`src/sv/iate_pkg.sv`:
```
package iate_pkg;

  localparam int DEPTH = 64;
  localparam int IDX_W = (DEPTH > 1) ? $clog2(DEPTH) : 1;
  localparam int POS_W = 7;
  localparam int VAL_W = 32;

  // opcodes
  localparam logic [2:0] OP_LIST   = 3'd0;
  localparam logic [2:0] OP_INSERT = 3'd1;
  localparam logic [2:0] OP_DELETE = 3'd2;
  localparam logic [2:0] OP_UPDATE = 3'd3;
  localparam logic [2:0] OP_SEARCH = 3'd4;

  // result status
  localparam logic [1:0] STAT_OK       = 2'd0;
  localparam logic [1:0] STAT_RANGE    = 2'd1;
  localparam logic [1:0] STAT_FULL     = 2'd2;
  localparam logic [1:0] STAT_NOTFOUND = 2'd3;

  typedef enum logic [2:0] {
    C_HOLD,
    C_INS,
    C_DEL,
    C_UPD,
    C_ROT
  } cell_op_e;

  // broadcast to every cell of the chain
  typedef struct packed {
    cell_op_e          op;
    logic [POS_W-1:0]  pidx;   // zero-based target position
    logic [POS_W-1:0]  tail;   // index of the last element in use
    logic [VAL_W-1:0]  wdata;
  } cell_cmd_t;

endpackage

```
`src/sv/iate_cell.sv`:
```
module iate_cell
  import iate_pkg::*;
(
  input  logic             clk_i,
  input  logic [IDX_W-1:0] idx_i,
  input  cell_cmd_t        cmd_i,
  input  logic [VAL_W-1:0] left_i,
  input  logic [VAL_W-1:0] right_i,
  input  logic [VAL_W-1:0] head_i,
  output logic [VAL_W-1:0] value_o,
  output logic [VAL_W-1:0] sel_value_o
);

  logic [VAL_W-1:0] value_q, value_d;
  logic [POS_W-1:0] idx;

  assign idx = POS_W'(idx_i);

  always_comb begin
    value_d = value_q;
    unique case (cmd_i.op)
      C_INS: begin
        if (idx == cmd_i.pidx) begin
          value_d = cmd_i.wdata;
        end else if (idx > cmd_i.pidx) begin
          value_d = left_i;
        end
      end
      C_DEL: begin
        if (idx >= cmd_i.pidx && idx < cmd_i.tail) begin
          value_d = right_i;
        end
      end
      C_UPD: begin
        if (idx == cmd_i.pidx) begin
          value_d = cmd_i.wdata;
        end
      end
      C_ROT: begin
        // head wraps around to the tail of the used part
        if (idx == cmd_i.tail) begin
          value_d = head_i;
        end else if (idx < cmd_i.tail) begin
          value_d = right_i;
        end
      end
      default: value_d = value_q;
    endcase
  end

  always_ff @(posedge clk_i) begin
    value_q <= value_d;
  end

  assign value_o     = value_q;
  assign sel_value_o = (idx == cmd_i.pidx) ? value_q : '0;

endmodule

```
`config.mk`:
```
export PLATFORM = sky130hd
export DESIGN_NAME = iate_cell
export DESIGN_NICKNAME = d
export VERILOG_FILES = /design/src/sv/iate_pkg.sv /design/src/sv/iate_cell.sv
export SDC_FILE = /design/constraint.sdc
export NUM_CORES = 1
export LEC_CHECK = 0
export ABC_AREA = 1
export BUFFER_PORTS_ARGS = -buffer_cell sky130_fd_sc_hd__buf_4
export CAP_MARGIN = 20
export CORE_UTILIZATION = 40
export CTS_CLUSTER_DIAMETER = 150
export DETAILED_ROUTE_END_ITERATION = 7
export GPL_TIMING_DRIVEN = 0
export PLACE_DENSITY_LB_ADDON = 0.3
export SYNTH_ARGS = -nofsm -noshare
export SYNTH_HDL_FRONTEND = slang
export SYNTH_SLANG_ARGS = --single-unit
export TNS_END_PERCENT = 5
```
`constraint.sdc`:
```
create_clock -name clk_i -period 5.1 [get_ports clk_i]
set_input_delay 0.765 -clock clk_i [delete_from_list [all_inputs] [get_ports clk_i]]
set_output_delay 0.765 -clock clk_i [all_outputs]
set_load 0.02 [all_outputs]
```
After elaboration in Yosys (flattened, before gate mapping)
Index checks and enable logic that the tools add are counted.
{ "classes": {"eq_ne": 10, "mux": 8, "order_cmp": 3, "n_reduce_logical": 3} }
{ "op_table": {"columns": ["cell", "n"], "rows": [
  ["$mux 32", 7],
  ["$pmux 32 s4", 1],
  ["$eq 6x7->1", 2],
  ["$ge 6x7->1", 1],
  ["$gt 6x7->1", 1],
  ["$lt 6x7->1", 1],
  ["$eq 3x2->1 const B", 2],
  ["$ne 3x3->1 const B", 2],
  ["$reduce_and 5->1", 1],
  ["$ne 2x2->1 const B", 2],
  ["$reduce_bool 4->1", 1],
  ["$eq 3x1->1 const B", 1],
  ["$eq 3x3->1 const B", 1],
  ["$logic_and 1x1->1", 1]
]} }
{ "totals": {"wordCells": 25, "out_inout_bits": 64, "reg_bits": 32, "input_bits": 152} }

Longest topological paths before layout
Gate-level depths: netlist of the first run.
{ "logic_depth": {"word_depth": 4, "depth_mapped": 10, "ltp_nobuf": 10} }

Worst setup path after synthesis of the first run
No wires, ideal clock.
{ "synth_path": {"path_kind": "input port to flip-flop", "startpoint": "in cmd_i[34] (netlist name)", "endpoint": "reg value_q[0] (netlist: value_o[0]) (enable)", "stages": 10, "slack_ns": 1.410, "n_path_buf": 0, "required_time_ns": 4.668, "setup_time_ns": 0.432, "arrival_ns": 3.258, "cell_sequence": "inv_1 ha_1 nand2_1 nor2_1 nand2_1 nand2_1 nand2_2 nand2_1 nand2_1 a21oi_1"} }
{ "synth_between": {"elab_chain_len": 4, "elab_cells_between_ends": 6, "cone_classes": "order compare: 1; eq/ne: 3; reduce/logical: 2"} }
{ "synth_rtl": {"columns": ["item", "line_no", "source"], "rows": [
  ["start: declaration", "iate_cell.sv:6", "input cell_cmd_t cmd_i,"],
  ["$lt 6x7->1", "iate_cell.sv:30, iate_cell.sv:43", null],
  ["$logic_and 1x1->1", "iate_cell.sv:30", "if (idx >= cmd_i.pidx && idx < cmd_i.tail) begin"],
  ["$ne 2x2->1 (no source line)", null, null],
  ["$reduce_and 5->1 (no source line) (*)", null, null],
  ["end signal: assignment", "iate_cell.sv:52", "value_q <= value_d;"],
  ["end: declaration", "iate_cell.sv:14", "logic [VAL_W-1:0] value_q, value_d;"]
]} }
Mark *: on every way between the ends. The rest lies on a longest branch, timed or not.
A chain may end at the register's enable or synchronous reset.

Final worst setup path of the first run
{ "layout_path": {"startpoint": "in idx_i[2]", "endpoint": "out sel_value_o[26]"} }
{ "layout_between": {"elab_chain_len": 2} }
{ "layout_rtl": {"columns": ["item", "line_no", "source"], "rows": [
  ["start: declaration", "iate_cell.sv:5", "input logic [IDX_W-1:0] idx_i,"],
  ["$eq 6x7->1", "iate_cell.sv:56", "assign sel_value_o = (idx == cmd_i.pidx) ? value_q : '0;"],
  ["$mux 32", "iate_cell.sv:56", null],
  ["end: declaration", "iate_cell.sv:11", "output logic [VAL_W-1:0] sel_value_o"]
]} }
No other way between the ends.

==> results of run 1 <==
-- worst max-delay path by stage --
stage | startpoint | endpoint | slack [ns] | depth (start not counted)
global placement | idx_i[2] | value_o[12]$_DFFE_PP_ | 0.12 | 10
CTS | idx_i[2] | sel_value_o[30] | 1.64 | 9
detailed placement | idx_i[2] | sel_value_o[30] | 1.64 | 9
finish | idx_i[2] | sel_value_o[26] | 1.64 | 9
global route | idx_i[2] | sel_value_o[26] | 1.51 | 9
floorplan | cmd_i[34] | value_o[0]$_DFFE_PP_ | 1.41 | 10
-- worst max-delay path, stage by stage --
cell,delay [ns]
buf_4,0.12
ha_1,0.31
nand2_1,0.09
nor2_1,0.05
nand3b_1,0.26
buf_2,0.28
clkbuf_1,0.55
nor2_1,0.10
buf_4,0.19
-- power groups by stage --
stage	Combinational, uW	Clock, uW	Sequential (uW)
6_report	369	193	363
5_1_grt	401	210	367
4_1_cts	369	194	363
3_5_place_dp	368	0	368
3_3_place_gp	353	0	368
2_1_floorplan	124	0	415
-- cells by family (layout without fill, tap and decap cells) --
group / after synthesis / in the layout / share of synthesized area
buf+inv: 116 / 340 / 0.1465
simple gates: 331 / 331 / 0.5023
flops: 32 / 32 / 0.2977
fa+ha+maj: 12 / 12 / 0.04651
compound gates: 4 / 4 / 0.006976
-- cells in the mapped netlist --
cell / n / share of area
nand2_1: 150 / 0.17
inv_1: 87 / 0.10
nor2_1: 41 / 0.048
nand3b_1: 35 / 0.081
nand3_1: 34 / 0.053
nand4_1: 33 / 0.064
edfxtp_1: 32 / 0.30
or2_1: 31 / 0.060
buf_2: 12 / 0.019
ha_1: 12 / 0.047
clkbuf_1: 8 / 0.0093
buf_4: 6 / 0.014
a21oi_1: 3 / 0.0046
buf_1: 2 / 0.0023
nor3_4: 2 / 0.010
inv_2: 1 / 0.0012
nand2_2: 1 / 0.0019
nand3_2: 1 / 0.0031
nor2_4: 1 / 0.0035
nor3_1: 1 / 0.0015
o21bai_1: 1 / 0.0023
or2_0: 1 / 0.0019
-- layer usage --
metal / vias to the layer above / part of all wire / GRT usage
li1: 2006 / - / -
met1: 1791 / 0.39 / 0.2983
met2: 175 / 0.52 / 0.4944
met3: 30 / 0.067 / 0.04726
met4: 0 / 0.031 / 0.1029
met5: - / 0 / 0
-- through the flow --
stage,utilization,hold slack (ns),worst slack (ns),power [uW],instances
after floorplan,-,0.9692,1.410,539.0,495
after CTS,0.6551,0.7613,1.637,926.2,821
after detailed placement,0.6448,1.063,1.638,736.3,813
final,0.6551,0.7708,1.636,924.9,821
after global routing,0.6551,0.7652,1.511,978.0,821
after global placement,0.6398,1.056,0.1229,721.5,812
-- area by class of cell --
cell class	count	area, um2
flip-flops and latches	32	960.9
inverters	88	330.3
clock inverters	1	3.754
multi-input cells	347	1805
clock buffers	7	76.32
fillers	720	2679
well taps	102	127.6
repair buffers	216	1642
plain buffers	28	142.6
==> metrics, run 1 <==
switching pwr=308.9 uW; deepest clock path buffer count=2; largest net degree at the start of global routing=21; syn_nets=659; power density cells=181.8 mW/mm2; Final min period=3.464 ns; synth unique cells=22; I/O Pins=216; Slew Limit Fails=0; sw frac=0.3340; RSZ-0062 raised after global routing=false; Max-Cap Viols=0; DPL Wire Length=9.100 mm; Placer Congestion=0.8782; most frequent cells in the layout=buf_4 (221), nand2_1 (150), inv_1 (87); area growth from synthesis to layout=57.64%; Final Hold Viols=0; post-cts sizing count=0; Initial Util=0.4156; vias in the first global route=3,792; die height=91.84 um; Total Routing Usage GR=0.2654; Max Clk Rate=288.6 MHz; cts bufs inserted=5; Setup crit end kind=primary output; Vias=4,002; sequential share of the synthesized area=0.2977; Layout Nets=882; #FFs+latches synth=32; fin area=0.005089 mm2; clock sinks=32; initial antenna violation count=0; worst hold path class=primary input to flop; antenna cell count=0; Syn Inst Count=495; Clock Tree Root=clkbuf_8; crit-path max FO=10; Hold Path Sink=value_o[27]$_DFFE_PP_; postcts setup bufs=0; max FFs per register=32; Combinational Power Share=0.399; mean post-synth cell area=6.521 um2; initial DRC count=156; FP Rows=32; H-Tree Depth=2; average wire per standard cell=14.02 um; layout cell share with drive strength beyond 1=0.3421; Via density=4.875; Final TNS setup=0 ns; CTS tree=done; Port Buffers=215; Final setup viols=0; Worst Hold Depth=3; routed wire length=11.51 mm; DR pass1 iterations=5; Slew HR=0.5489; DIE WIDTH=91.84 um; VDD IR max=0.0001048 V; Crit path required time=4.34 ns; placed cell area=0.005009 mm2; yosys warns=0; total congestion overflow=0; cts-stage hold buffer count=0; Tcrit/Tclk final=0.6793; first-pass GRT wire length=17.53 mm; Worst-Margin Slew=0.6767 ns; Internal=615.9 uW; sequential share of power=0.393; most common cell after layout, fill and taps aside=buf_4; arrival time at the worst endpoint=2.70 ns; Reg clk slew, reported paths=0.08 ns; Post-DRT Antenna Nets=0; crit path launch type=primary input; synthesized cell area=0.003228 mm2; hold path start=right_i[27]; WS Path Type=primary input to primary output; area of the die=0.008434 mm2; core area=0.007767 mm2; status=completed; Clk pwr share=0.209; Pleak=0.002896 uW; DRC Markers=0
No activity file was read; power rests on OpenSTA's default activity.
==> run 2: changes to the inputs <==
- ABC_AREA: 1 -> 0
- CORE_UTILIZATION: 40 -> 36
- clock period: 5.1 -> 3 ns (I/O delays scaled with it)
==> metrics, run 2 <==
RSZ-0062 raised after global routing=false; Hold Path Sink=value_o[9]$_DFFE_PP_; Clock Tree Root=clkbuf_8; area of the die=0.007811 mm2; die height=88.38 um; Max-Cap Viols=0; synth unique cells=31; cts-stage hold buffer count=0; overall power=1464 uW; Setup crit end kind=primary output; Slew Limit Fails=0; sequential share of the synthesized area=0.3577; Primary FF master, synth=edfxtp_1; fin worst setup slack=0.3048 ns; Initial Util=0.3724; Post-DRT Antenna Nets=0; H-Tree Depth=2; postcts setup bufs=0; Final min period=2.695 ns; clock sinks=32; Metal-1 WL=3.656 mm; EDFF count, synth=32; Total Routing Usage GR=0.2332; Slew HR=0.4365; initial DRC count=84; DIE WIDTH=88.38 um; syn_nets=429; Vias=3,010; most common cell after layout, fill and taps aside=buf_4; DR pass1 iterations=6; Worst Hold Depth=3; I/O Pins=216; Tcrit/Tclk final=0.8984; Pleak=0.002367 uW; antenna cell count=0; synth top area cells=edfxtp_1 (36%), mux2i_1 (12%), o221ai_1 (10%); Crit path required time=2.55 ns; Top Layer Used=met4; post-cts sizing count=0; routed wl met3=694 um; largest net degree at the start of global routing=33; yosys warns=0; Syn Inst Count=265; Worst-Margin Slew=0.8453 ns; hold path start=head_i[9]; Yosys top cell area share=0.3577; WS Path Type=primary input to primary output; DPL Wire Length=7.396 mm; layout cell share with drive strength beyond 1=0.4908; Via density=5.137; largest area contributor in the netlist=edfxtp_1; max FFs per register=32; VDD IR max=0.0002354 V; Reg clk slew, reported paths=0.07 ns; first-pass GRT wire length=13.73 mm; deepest clock path buffer count=2; synth cell count leaders=inv_1 (44), a22oi_1 (33), and2_1 (32), edfxtp_1 (32), mux2i_1 (32); worst hold path class=primary input to flop; core area=0.007214 mm2; #FFs+latches synth=32; total congestion overflow=0; vias in the first global route=2,897; Final Hold Viols=0; power density cells=325.3 mW/mm2; Post-synth ARST share=0; initial antenna violation count=0; crit-path max FO=10; Layout Nets=651; status=completed; FP Rows=31; mean post-synth cell area=10.14 um2; synthesized cell area=0.002686 mm2; worst slack, placed=-0.0003464 ns; average wire per standard cell=16.23 um; Final setup viols=0; Max Clk Rate=371.0 MHz; Placer Congestion=0.8008; count leader, synth=inv_1; met2 wire len=4.970 mm; CTS tree=done; routed wire length=9.512 mm; Port Buffers=215; Placed Cells incl. Taps=579; Post-Layout Cell Count=586; area growth from synthesis to layout=67.58%; DRC Markers=0; cts bufs inserted=5; crit path launch type=primary input; most frequent cells in the layout=buf_4 (217), inv_1 (44), a22oi_1 (33); # fillers=653; arrival time at the worst endpoint=2.25 ns
[run 2: report_power, final]
part / total (uW) / switching, uW / internal [uW]
Combinational: 532 / 253 / 279
Sequential: 611 / 33.5 / 578
Clock: 321 / 163 / 158
Total: 1460 / 450 / 1010
[run 2: critical path: stages]
cell	delay, ns
buf_4	0.12
ha_1	0.28
and4b_1	0.28
and4_1	0.33
clkbuf_1	0.43
and2_1	0.21
buf_4	0.14
[run 2: how the worst max path moves through the flow]
| stage | start | endpoint | slack [ns] | depth (start not counted) |
|---|---|---|---|---|
| CTS | idx_i[5] | sel_value_o[19] | 0.24 | 7 |
| global placement | idx_i[5] | value_o[18]$_DFFE_PP_ | -0.46 | 7 |
| finish | idx_i[5] | sel_value_o[9] | 0.30 | 7 |
| detailed placement | idx_i[5] | value_o[27]$_DFFE_PP_ | -0.0003 | 7 |
| global route | idx_i[4] | sel_value_o[19] | 0.13 | 7 |
| floorplan | cmd_i[44] | value_o[0]$_DFFE_PP_ | 0.19 | 7 |
[run 2: area by class of cell]
type	count	area (um2)	area share
Clock inverter	1	5.005	0.001112
Tap cell	99	123.9	0.02752
Timing Repair Buffer	215	1614	0.3585
Multi-Input combinational cell	171	1429	0.3174
Clock buffer	6	72.57	0.01612
Buffer	18	131.4	0.02918
Sequential cell	32	960.9	0.2135
Inverter	44	165.2	0.03669
[run 2: kinds of logic after synthesis]
| kind of cell | count (synthesis) | share of synthesized area |
|---|---|---|
| buf+inv | 62 | 0.1104 |
| mux | 32 | 0.1192 |
| simple gates | 50 | 0.1244 |
| compound gates | 76 | 0.2292 |
| fa+ha+maj | 12 | 0.05589 |
| xor+xnor | 1 | 0.003261 |
| flops | 32 | 0.3577 |
[run 2: through the flow]
step	hold slack (ns)	TNS (ns)	util	area, um2
global route	0.4799	0	0.6240	4502
CTS	0.4679	0	0.6240	4502
detailed placement	0.7607	-0.001192	0.6133	4424
finish	0.4708	0	0.6240	4502
floorplan	0.6671	0	-	2686
global placement	0.7544	-14.68	0.6133	4424
[run 2: per-layer routing]
metal,track usage,up-vias
met5,0,-
met4,0.07038,0
met3,0.05224,14
met2,0.4308,136
met1,0.2672,1409
li1,-,1451
